[config.mk]
export PLATFORM = sky130hd
export DESIGN_NAME = k_nomial_tree_children_core
export DESIGN_NICKNAME = d
export VERILOG_FILES = /design/src/design/kntc_pkg.sv /design/src/design/kntc_front.sv /design/src/design/kntc_queue.sv /design/src/design/kntc_back.sv /design/src/design/k_nomial_tree_children_core.sv
export SDC_FILE = /design/constraint.sdc
export NUM_CORES = 1
export LEC_CHECK = 0
export ABC_CLOCK_PERIOD_IN_PS = 5800
export BUFFER_PORTS_ARGS = -buffer_cell sky130_fd_sc_hd__buf_2
export CORE_ASPECT_RATIO = 0.5
export CORE_MARGIN = 2
export CORE_UTILIZATION = 50
export CTS_CLUSTER_DIAMETER = 120
export DETAILED_ROUTE_END_ITERATION = 8
export PLACE_DENSITY = 0.66
export SLEW_MARGIN = 25
export SYNTH_ARGS = -nofsm -noshare
export SYNTH_HDL_FRONTEND = slang
export SYNTH_SLANG_ARGS = --single-unit
export TNS_END_PERCENT = 10
[constraint.sdc]
create_clock -name clk -period 5.8 [get_ports clk]
set_clock_uncertainty 0.15 [all_clocks]
set_input_delay 0 -clock clk [delete_from_list [all_inputs] [get_ports clk]]
set_output_delay 0 -clock clk [all_outputs]
set_load 0.02 [all_outputs]
[src/design/kntc_pkg.sv]
// ----------------------------------------------------------------------------
// kntc_pkg
// Shared types and constants for the k-nomial tree child lister.
// ----------------------------------------------------------------------------
package kntc_pkg;

  localparam int RANK_W   = 12;
  localparam int K_W      = 5;
  localparam int NODES_W  = 13;
  localparam int WIDE_W   = 18;
  localparam int IDX_W    = 4;
  localparam int CNT_W    = 7;
  localparam int PROD_W   = WIDE_W + K_W;

  localparam logic [K_W-1:0]   K_MIN      = 5'd2;
  localparam logic [K_W-1:0]   K_MAX      = 5'd16;
  localparam logic [K_W-1:0]   K_RESET    = 5'd10;
  localparam logic [NODES_W-1:0] NODES_RESET = 13'd1;
  localparam logic [CNT_W-1:0] RESULT_CAP = 7'd64;

  localparam logic CFG_BRANCH = 1'b0;
  localparam logic CFG_NODES  = 1'b1;

  typedef struct packed {
    logic [RANK_W-1:0]  parent;
    logic [K_W-1:0]     k;
    logic [NODES_W-1:0] nodes;
    logic [WIDE_W-1:0]  delta;
  } job_t;

endpackage

[src/design/kntc_front.sv]
// ----------------------------------------------------------------------------
// kntc_front
// Accepts a parent rank, clamps the configuration and searches delta.
// ----------------------------------------------------------------------------
module kntc_front #(
  parameter int MAX_NODES = 4096
) (
  input  logic                          clk,
  input  logic                          rst_n,
  input  logic                          in_valid,
  output logic                          in_stall,
  input  logic [kntc_pkg::RANK_W-1:0]   in_parent_rank,
  input  logic [kntc_pkg::K_W-1:0]      radix,
  input  logic [kntc_pkg::NODES_W-1:0]  node_count,
  output logic                          q_push,
  output kntc_pkg::job_t                q_data,
  input  logic                          q_full
);
  import kntc_pkg::*;

  localparam logic FS_IDLE   = 1'b0;
  localparam logic FS_SEARCH = 1'b1;
  localparam logic [WIDE_W-1:0] MAX_N = WIDE_W'(MAX_NODES);

  logic                 state_r, state_nxt;
  job_t                 job_r, job_nxt;
  logic [K_W-1:0]       k_clamp;
  logic [NODES_W-1:0]   nodes_clamp;
  logic [PROD_W-1:0]    prod;

  always_comb begin
    if (radix < K_MIN) begin
      k_clamp = K_MIN;
    end else if (radix > K_MAX) begin
      k_clamp = K_MAX;
    end else begin
      k_clamp = radix;
    end
    if (WIDE_W'(node_count) > MAX_N) begin
      nodes_clamp = MAX_N[NODES_W-1:0];
    end else begin
      nodes_clamp = node_count;
    end
  end

  assign prod     = job_r.delta * job_r.k;
  assign in_stall = (state_r != FS_IDLE);
  assign q_data   = job_r;

  always_comb begin
    state_nxt = state_r;
    job_nxt   = job_r;
    q_push    = 1'b0;
    unique case (state_r)
      FS_IDLE: begin
        if (in_valid) begin
          job_nxt.parent = in_parent_rank;
          job_nxt.k      = k_clamp;
          job_nxt.nodes  = nodes_clamp;
          job_nxt.delta  = WIDE_W'(1);
          state_nxt      = FS_SEARCH;
        end
      end
      FS_SEARCH: begin
        if (job_r.delta <= WIDE_W'(job_r.parent)) begin
          job_nxt.delta = prod[WIDE_W-1:0];
        end else if (!q_full) begin
          q_push    = 1'b1;
          state_nxt = FS_IDLE;
        end
      end
      default: state_nxt = FS_IDLE;
    endcase
  end

  always_ff @(posedge clk) begin
    if (!rst_n) begin
      state_r <= FS_IDLE;
    end else begin
      state_r <= state_nxt;
    end
    job_r <= job_nxt;
  end

endmodule

[src/design/kntc_queue.sv]
// ----------------------------------------------------------------------------
// kntc_queue
// Two-entry job queue between the front and back parts.
// ----------------------------------------------------------------------------
module kntc_queue (
  input  logic            clk,
  input  logic            rst_n,
  input  logic            push,
  input  kntc_pkg::job_t  push_data,
  output logic            full,
  input  logic            pop,
  output logic            not_empty,
  output kntc_pkg::job_t  pop_data
);
  import kntc_pkg::*;

  job_t       slot_r [2];
  logic       wr_ptr_r, wr_ptr_nxt;
  logic       rd_ptr_r, rd_ptr_nxt;
  logic [1:0] count_r, count_nxt;
  logic       do_push, do_pop;

  assign full      = (count_r == 2'd2);
  assign not_empty = (count_r != 2'd0);
  assign pop_data  = slot_r[rd_ptr_r];
  assign do_push   = push && !full;
  assign do_pop    = pop && not_empty;

  always_comb begin
    wr_ptr_nxt = do_push ? !wr_ptr_r : wr_ptr_r;
    rd_ptr_nxt = do_pop ? !rd_ptr_r : rd_ptr_r;
    count_nxt  = count_r + 2'(do_push) - 2'(do_pop);
  end

  always_ff @(posedge clk) begin
    if (!rst_n) begin
      wr_ptr_r <= 1'b0;
      rd_ptr_r <= 1'b0;
      count_r  <= 2'd0;
    end else begin
      wr_ptr_r <= wr_ptr_nxt;
      rd_ptr_r <= rd_ptr_nxt;
      count_r  <= count_nxt;
    end
    if (do_push) begin
      slot_r[wr_ptr_r] <= push_data;
    end
  end

endmodule

[src/design/kntc_back.sv]
// ----------------------------------------------------------------------------
// kntc_back
// Walks the candidate children of one job and drives the result register.
// ----------------------------------------------------------------------------
module kntc_back (
  input  logic                         clk,
  input  logic                         rst_n,
  input  logic                         q_not_empty,
  input  kntc_pkg::job_t               q_data,
  output logic                         q_pop,
  output logic                         out_valid,
  input  logic                         out_stall,
  output logic [kntc_pkg::RANK_W-1:0]  out_child_rank,
  output logic                         out_has_child,
  output logic                         out_last
);
  import kntc_pkg::*;

  logic                 busy_r, busy_nxt;
  logic [K_W-1:0]       k_r, k_nxt;
  logic [NODES_W-1:0]   nodes_r, nodes_nxt;
  logic [WIDE_W-1:0]    cand_r, cand_nxt;
  logic [WIDE_W-1:0]    delta_r, delta_nxt;
  logic [IDX_W-1:0]     idx_r, idx_nxt;
  logic [CNT_W-1:0]     cnt_r, cnt_nxt;
  logic [RANK_W-1:0]    held_r, held_nxt;
  logic                 ov_r, ov_nxt;
  logic [RANK_W-1:0]    oc_r, oc_nxt;
  logic                 oh_r, oh_nxt;
  logic                 ol_r, ol_nxt;
  logic                 out_free, in_range, group_end;
  logic [PROD_W-1:0]    prod;

  assign out_free  = !ov_r || !out_stall;
  assign in_range  = (cand_r < WIDE_W'(nodes_r)) && (cnt_r != RESULT_CAP);
  assign group_end = (K_W'(idx_r) == k_r - K_W'(1));
  assign prod      = delta_r * k_r;

  assign out_valid      = ov_r;
  assign out_child_rank = oc_r;
  assign out_has_child  = oh_r;
  assign out_last       = ol_r;

  always_comb begin
    busy_nxt  = busy_r;
    k_nxt     = k_r;
    nodes_nxt = nodes_r;
    cand_nxt  = cand_r;
    delta_nxt = delta_r;
    idx_nxt   = idx_r;
    cnt_nxt   = cnt_r;
    held_nxt  = held_r;
    ov_nxt    = ov_r && out_stall;
    oc_nxt    = oc_r;
    oh_nxt    = oh_r;
    ol_nxt    = ol_r;
    q_pop     = 1'b0;
    if (!busy_r) begin
      if (q_not_empty) begin
        q_pop     = 1'b1;
        busy_nxt  = 1'b1;
        k_nxt     = q_data.k;
        nodes_nxt = q_data.nodes;
        delta_nxt = q_data.delta;
        cand_nxt  = WIDE_W'(q_data.parent) + q_data.delta;
        idx_nxt   = IDX_W'(1);
        cnt_nxt   = '0;
      end
    end else if (out_free) begin
      if (cnt_r != '0 || !in_range) begin
        ov_nxt = 1'b1;
        oc_nxt = (cnt_r != '0) ? held_r : '0;
        oh_nxt = (cnt_r != '0);
        ol_nxt = !in_range;
      end
      if (in_range) begin
        held_nxt = cand_r[RANK_W-1:0];
        cnt_nxt  = cnt_r + CNT_W'(1);
        cand_nxt = cand_r + delta_r;
        if (group_end) begin
          idx_nxt   = IDX_W'(1);
          delta_nxt = prod[WIDE_W-1:0];
        end else begin
          idx_nxt = idx_r + IDX_W'(1);
        end
      end else begin
        busy_nxt = 1'b0;
      end
    end
  end

  always_ff @(posedge clk) begin
    if (!rst_n) begin
      busy_r <= 1'b0;
      ov_r   <= 1'b0;
    end else begin
      busy_r <= busy_nxt;
      ov_r   <= ov_nxt;
    end
    k_r     <= k_nxt;
    nodes_r <= nodes_nxt;
    cand_r  <= cand_nxt;
    delta_r <= delta_nxt;
    idx_r   <= idx_nxt;
    cnt_r   <= cnt_nxt;
    held_r  <= held_nxt;
    oc_r    <= oc_nxt;
    oh_r    <= oh_nxt;
    ol_r    <= ol_nxt;
  end

endmodule

[src/design/k_nomial_tree_children_core.sv]
// ----------------------------------------------------------------------------
// k_nomial_tree_children_core
// Lists the children of one parent rank in a k-nomial broadcast tree.
// ----------------------------------------------------------------------------
//  port group  | direction | handshake          | payload
//  in_*        | input     | in_valid/in_stall  | in_parent_rank
//  out_*       | output    | out_valid/out_stall| out_child_rank, out_has_child,
//              |           |                    | out_last
//  cfg_*       | input     | cfg_valid/cfg_ready| cfg_index, cfg_data
//
//  Front: takes no new word until the delta search multiply loop for the
//  current word is done and its job is queued.
//  Back: one child per cycle while the result is not stalled.
//  A two-entry job queue lets the front search while the back emits.
//  Reset is synchronous, active low; it empties the queue and the result
//  register and restores branch factor 10 and node count 1.
//  A stalled result holds the back; the front runs on until the queue fills.
// ----------------------------------------------------------------------------
module k_nomial_tree_children_core #(
  parameter int MAX_NODES = 4096
) (
  input  logic                          clk,
  input  logic                          rst_n,
  input  logic                          in_valid,
  output logic                          in_stall,
  input  logic [kntc_pkg::RANK_W-1:0]   in_parent_rank,
  output logic                          out_valid,
  input  logic                          out_stall,
  output logic [kntc_pkg::RANK_W-1:0]   out_child_rank,
  output logic                          out_has_child,
  output logic                          out_last,
  input  logic                          cfg_valid,
  output logic                          cfg_ready,
  input  logic                          cfg_index,
  input  logic [kntc_pkg::NODES_W-1:0]  cfg_data
);
  import kntc_pkg::*;

  logic [K_W-1:0]     branch_r, branch_nxt;
  logic [NODES_W-1:0] nodes_r, nodes_nxt;
  logic               q_push, q_full, q_pop, q_not_empty;
  job_t               q_in, q_out;

  assign cfg_ready = 1'b1;

  always_comb begin
    branch_nxt = branch_r;
    nodes_nxt  = nodes_r;
    if (cfg_valid) begin
      unique case (cfg_index)
        CFG_BRANCH: branch_nxt = cfg_data[K_W-1:0];
        CFG_NODES:  nodes_nxt  = cfg_data;
        default:    branch_nxt = branch_r;
      endcase
    end
  end

  always_ff @(posedge clk) begin
    if (!rst_n) begin
      branch_r <= K_RESET;
      nodes_r  <= NODES_RESET;
    end else begin
      branch_r <= branch_nxt;
      nodes_r  <= nodes_nxt;
    end
  end

  kntc_front #(
    .MAX_NODES(MAX_NODES)
  ) u_front (
    .clk            (clk),
    .rst_n          (rst_n),
    .in_valid       (in_valid),
    .in_stall       (in_stall),
    .in_parent_rank (in_parent_rank),
    .radix          (branch_r),
    .node_count     (nodes_r),
    .q_push         (q_push),
    .q_data         (q_in),
    .q_full         (q_full)
  );

  kntc_queue u_queue (
    .clk       (clk),
    .rst_n     (rst_n),
    .push      (q_push),
    .push_data (q_in),
    .full      (q_full),
    .pop       (q_pop),
    .not_empty (q_not_empty),
    .pop_data  (q_out)
  );

  kntc_back u_back (
    .clk            (clk),
    .rst_n          (rst_n),
    .q_not_empty    (q_not_empty),
    .q_data         (q_out),
    .q_pop          (q_pop),
    .out_valid      (out_valid),
    .out_stall      (out_stall),
    .out_child_rank (out_child_rank),
    .out_has_child  (out_has_child),
    .out_last       (out_last)
  );

`ifndef SYNTH
  a_marker_is_last: assert property (@(posedge clk) disable iff (!rst_n)
    out_valid && !out_has_child |-> out_last && (out_child_rank == '0))
    else $error("empty-list marker without last or with a rank");

  a_busy_after_accept: assert property (@(posedge clk) disable iff (!rst_n)
    in_valid && !in_stall |=> in_stall)
    else $error("front accepted a word without starting the search");

  a_quiet_after_reset: assert property (@(posedge clk)
    rst_n && $past(!rst_n) |-> !out_valid)
    else $error("result presented right after reset");
`endif

endmodule
==> qor.yml, run 1 <==
grt_max_degree: 79
cp-start-kind: "flop"
yosys_warnings: 0
timing.fmax_ghz: 0.215
antenna_cells: 0
start_util_pct: 51.1
netlist_instances: 1430
setup_viol: 0
synthArstFlopShare_pct: 0
drc: 0
synth_flop_cell: "edfxtp_1"
rr_worst_depth: 13
cts_root_buf: "clkbuf_16"
status: "complete, no violations"
vias: 10800
synth_cell_types: 66
seq_area_frac_synth_pct: 46.5
first_pass_iters: 5
worst_pin_slew_ps: 931
slew_headroom_pct: 36.1
fin_crit_ps: 4650
rows: 46
grt_remaining_overflow: 0
cp_max_fo: 18
final_hold_viol_count: 0
rsz0062_at_grt: "no"
cts_max_level: 1
syn_avg_cell_area_um2: 11.4
cts_resized: 0
grt_pass1_wl_mm: 58.2
wl_per_cell_um: 18.0
reg2reg_from: "u_back.k_r[3]"
postRouteAntennaNets: 0
finalWirelength_mm: 35.6
nNetsFinal: 1744
grt_pass1_vias: 11200
clkSinkCount: 261
critPathRequiredTime_ps: 5890
fin_tns_setup_ps: 0
cts_max_path_buffers: 3
clk_pin_slew_ps: 70
antenna_found_initial: 1
grtUsageTotal_pct: 21.5
min_path_type: "in2reg"
ios: 48
synth.ff_latch_count: 261
holdWs_ps: 31.6
synthesis.nets: 1644
crit_path_end: "u_back.delta_r[14]"
worstPathArrival_ps: 4740
crit_type: "reg2reg"
gp_congestion: 0.904
vias_per_cell: 5.45
drive_gt1_share_pct: 11.0
dieArea_mm2: 0.0341
cts_tree: "yes"
fp.dieH_um: 132
drtIter0Drc: 734
slew_violations: 0
startpoint: "u_back.k_r[3]"
end_kind: "flop"
fp.dieW_um: 259
hpwl_mm: 25.5
core_region_area_mm2: 0.0319
port_buffers: 46
fillCellCount: 2645
clk_latency_ps: 550
syn_to_final_growth_pct: 13.0
finalCritPeriodShare_pct: 80.1
synth_edf_count: 235
synthesis.area_mm2: 0.0163
r2r-end: "u_back.delta_r[14]"
r2r_slack_ps: 1150
hp-start: "in_parent_rank[3]"
maxCapViolCount: 0
cts_made_buffers: 25
## how the worst min path moves through the flow
stage	end	slack, ps	cells past startpoint
2_1_floorplan	u_front.q_data[36]	-50	0
3_3_place_gp	u_front.q_data[36]	30	1
3_5_place_dp	u_front.q_data[45]	30	1
4_1_cts	u_front.q_data[36]	0.4	2
5_1_grt	u_front.q_data[36]	20	2
6_report	u_front.q_data[39]	30	2
## metrics by stage
step | area [µm²] | cells | worst slack (ps) | utilization [%]
floorplan | 16300 | 1430 | 1390 | -
global placement | 17000 | 1877 | 1280 | 53.2
detailed placement | 17000 | 1877 | 1180 | 53.2
CTS | 18400 | 1980 | 1140 | 57.6
global route | 18400 | 1981 | 870 | 57.7
finish | 18400 | 1981 | 1150 | 57.7
## placed cells by master, fill, tap and decap left out, types with 42 or more instances in the layout
master         Yosys  layout
edfxtp_1         235     235
inv_1            150     149
nand2_1          134     134
and2_1           120     119
ha_1              99      99
fa_1              84      84
a21oi_1           71      70
nor2_1            59      58
dlygate4sd3_1      0      57
mux2_2            54      54
buf_2              6      46
o21ai_0           45      45
xnor2_1           42      42
## worst max-delay path, cell delays in order (launching register included)
cell and delay [ps]:
edfxtp_1 690, nand2_1 140, fa_1 510, fa_1 520, fa_1 550, inv_1 40, ha_1 340, a21o_1 190
a211oi_1 300, o21ai_0 230, a211oi_1 270, o21ai_0 130, xnor2_1 170, mux2i_1 110
## cells in the mapped netlist (3+ instances only)
cell	n	area [µm²]
a21oi_1	71	355
a31oi_1	4	25.0
o21ai_0	45	225
o221a_2	3	33.8
fa_1	84	1680
xnor2_1	42	368
and3b_1	3	26.3
mux2i_1	15	150
nand2_1	134	503
a211o_1	4	35.0
dfxtp_1	26	521
o211ai_1	5	37.5
nor3_1	19	95.1
buf_1	4	15.0
edfxtp_1	235	7060
o21bai_1	7	52.6
xor2_1	25	219
and3_1	6	37.5
o21a_1	23	173
and2_1	120	751
nor3b_1	6	45.0
a21o_1	22	165
nand3_1	11	55.1
nand4b_1	3	26.3
nor2b_1	43	269
o31ai_1	4	30.0
mux2_2	54	608
nand4_1	5	31.3
inv_1	150	563
clkbuf_1	27	101
nand2b_1	9	56.3
ha_1	99	1240
buf_2	6	30.0
nor2_1	59	221
or3_1	3	18.8
a211oi_1	14	105
## layer usage
layer	GRT usage, %	wire length (µm)
met2	34.8	16600
met1	30.4	16500
met3	3.76	1830
met5	0	0
met4	4.95	711
## layout make-up
cell class / count / area [µm²] / area share (%)
multi-input combinational: 978 / 7980 / 43.4
sequential: 261 / 7580 / 41.2
timing repair buffer: 113 / 896 / 4.87
clock buffer: 36 / 713 / 3.88
inverter: 151 / 567 / 3.08
tap: 432 / 541 / 2.94
clock inverter: 10 / 123 / 0.666
## cells by family after synthesis
logic type / after synthesis / synth area share (%)
AND/OR/NAND/NOR: 431 / 13.6
flip-flops: 261 / 46.5
AO/OA/AOI/OAI: 227 / 9.09
buffers and inverters: 191 / 4.54
adder cells (fa/ha/maj): 183 / 17.9
multiplexers: 69 / 4.66
XOR/XNOR: 67 / 3.60
other: 1 / 0.0230
## state kept, by name, indices dropped and copies added, names as in the netlist, 7 cells and up, named ones only
| register | cells |
|---|---|
| u_back.out_child_rank | 12 |
| u_queue.slot_r | 96 |
| u_back.cand_r | 18 |
| u_back.cnt_r | 7 |
| u_back.held_r | 12 |
| u_back.delta_r | 18 |
| nodes_r | 13 |
| u_front.q_data | 48 |
| u_back.nodes_r | 13 |
## what timing repair did
item                      4_1_cts  5_1_grt
hold buffers                   57        0
hold endpoints to repair       51        0
setup buffers                   0        0
Power of run 1 is left out: the tool's default activity adds up to more than one toggle a clock period on the data nets, which glitch-free logic cannot reach.
==> inputs of run 2 (changes only) <==
--- a/config.mk
+++ b/config.mk
@@ -5,14 +5,14 @@
 export SDC_FILE = /design/constraint.sdc
 export NUM_CORES = 1
 export LEC_CHECK = 0
-export ABC_CLOCK_PERIOD_IN_PS = 5800
+export ABC_CLOCK_PERIOD_IN_PS = 3850
 export BUFFER_PORTS_ARGS = -buffer_cell sky130_fd_sc_hd__buf_2
 export CORE_ASPECT_RATIO = 0.5
 export CORE_MARGIN = 2
 export CORE_UTILIZATION = 50
 export CTS_CLUSTER_DIAMETER = 120
 export DETAILED_ROUTE_END_ITERATION = 8
-export PLACE_DENSITY = 0.66
+export PLACE_DENSITY = 0.69
 export SLEW_MARGIN = 25
 export SYNTH_ARGS = -nofsm -noshare
 export SYNTH_HDL_FRONTEND = slang
==> constraint.sdc (replaced) <==
create_clock -name clk -period 3.85 [get_ports clk]
set_clock_uncertainty 0.15 [all_clocks]
set_input_delay 0 -clock clk [delete_from_list [all_inputs] [get_ports clk]]
set_output_delay 0 -clock clk [all_outputs]
set_load 0.02 [all_outputs]
==> qor.yml, run 2 (same netlist as run 1, synthesis figures left out) <==
grtUsageTotal_pct: 22.9
cp-start-kind: "flop"
hp-start: "in_parent_rank[6]"
finalWirelength_mm: 37.8
clk_latency_ps: 550
gp_congestion: 0.910
cts_made_buffers: 25
top_register: "u_queue.slot_r"
cts_tree: "yes"
fp.dieH_um: 132
end_kind: "flop"
worst_pin_slew_ps: 835
rsz0062_at_grt: "yes"
core_region_area_mm2: 0.0319
vias: 11300
min_path_type: "in2reg"
cts_max_level: 1
grt_max_degree: 75
critPathRequiredTime_ps: 4000
grt_pass1_wl_mm: 62.3
cp_max_fo: 9
crit_type: "reg2reg"
slew_violations: 0
grt_remaining_overflow: 0
fillCellCount: 2478
multi_input_area_mm2: 0.00833
timing.fmax_ghz: 0.237
clkSinkCount: 261
largest_register_ffs: 96
r2r-end: "u_front.q_data[16]"
cts_root_buf: "clkbuf_16"
fp.dieW_um: 259
final_cell_mix: "edfxtp_1 (235), inv_1 (145), nand2_1 (133)"
reg2reg_from: "u_front.q_data[34]"
antenna_found_initial: 2
ios: 48
drc: 0
drive_gt1_share_pct: 21.6
path_delay_family: "adder cells"
hpwl_mm: 26.9
start_util_pct: 51.1
whs_endpoint: "u_front.q_data[42]"
port_buffers: 46
cp_slowest_stage_delay_ps: 550
rr_worst_depth: 14
drtIter0Drc: 699
r2r_slack_ps: -360
final_hold_viol_count: 0
nNetsFinal: 1873
cts_max_path_buffers: 3
first_pass_iters: 5
worstPathCellList: "buf_4 -> and2_1 -> fa_1 -> fa_1 -> inv_1 -> fa_1 -> inv_1 -> ha_1 -> a21oi_2 -> o21ai_0 -> a211o_1 -> nand3_1 -> o221a_2 -> a31oi_1"
dieArea_mm2: 0.0341
setup_ws_ps: -363
clk_pin_slew_ps: 70
place_inst: 1996
layout_commonest_cell: "edfxtp_1"
cpMostUsedCell: "fa_1"
slew_headroom_pct: 44.4
finalCritPeriodShare_pct: 109
status: "complete, but fails checks"
grt_pass1_vias: 11900
fin_tns_setup_ps: -3240
wl_per_cell_um: 17.9
slowest_stage: "fa_1"
postRouteAntennaNets: 0
seqCellArea_mm2: 0.00758
vias_per_cell: 5.37
rows: 46
syn_to_final_growth_pct: 21.1
fin_cells: 2111
hold_depth: 2
fin_crit_ps: 4210
failed_checks: "negative setup slack"
worstPathArrival_ps: 4360
setup_viol: 17
maxCapViolCount: 0
crit_buf_inv: 3
-- run 2: area by class of cell --
class	instances	area share [%]
antenna	1	0.0127
inverter	151	2.87
clock buffer	28	3.33
tap	432	2.74
clock inverter	18	0.742
multi-input combinational	978	42.2
sequential	261	38.4
timing repair buffer	242	9.62
-- run 2: metrics by stage --
stage	instance area, µm²	utilization (%)	hold WS, ps	worst slack, ps
floorplan	16300	-	-51.1	-435
global placement	17900	56.2	26.7	-435
detailed placement	17900	56.2	28.6	-522
CTS	19600	61.5	0.0333	-315
global route	19700	61.9	11.2	-512
finish	19700	61.9	28.0	-363
-- run 2: worst max-delay path by stage --
stage / cells past startpoint / slack (ps) / end / startpoint
floorplan: 15 / -440 / u_back.delta_r[13] / u_back.k_r[3]
global placement: 16 / -430 / u_back.delta_r[12] / u_back.k_r[2]
detailed placement: 15 / -520 / u_back.delta_r[17] / u_back.k_r[4]
CTS: 14 / -320 / u_back.delta_r[13] / u_back.k_r[4]
global route: 14 / -510 / u_front.q_data[16] / u_front.q_data[33]
finish: 14 / -360 / u_front.q_data[16] / u_front.q_data[34]
-- run 2: metal layers --
metal  track usage (%)  vias up  part of all wire (%)
met4              6.13        0                   2.3
met1              31.9     5594                    45
met3              3.34       69                   4.8
met2              37.5      275                    48
li1                  -     5392                     -
met5                 0        -                     0
-- run 2: repair_timing --
action                     CTS  global route
pin swaps                   53            23
cloned                       1             0
gates resized for setup     62            27
hold endpoints to repair    49             0
hold buffers                59             0
setup endpoints to repair   21            23
setup buffers                6             2
Power of run 2 is left out for the same reason.
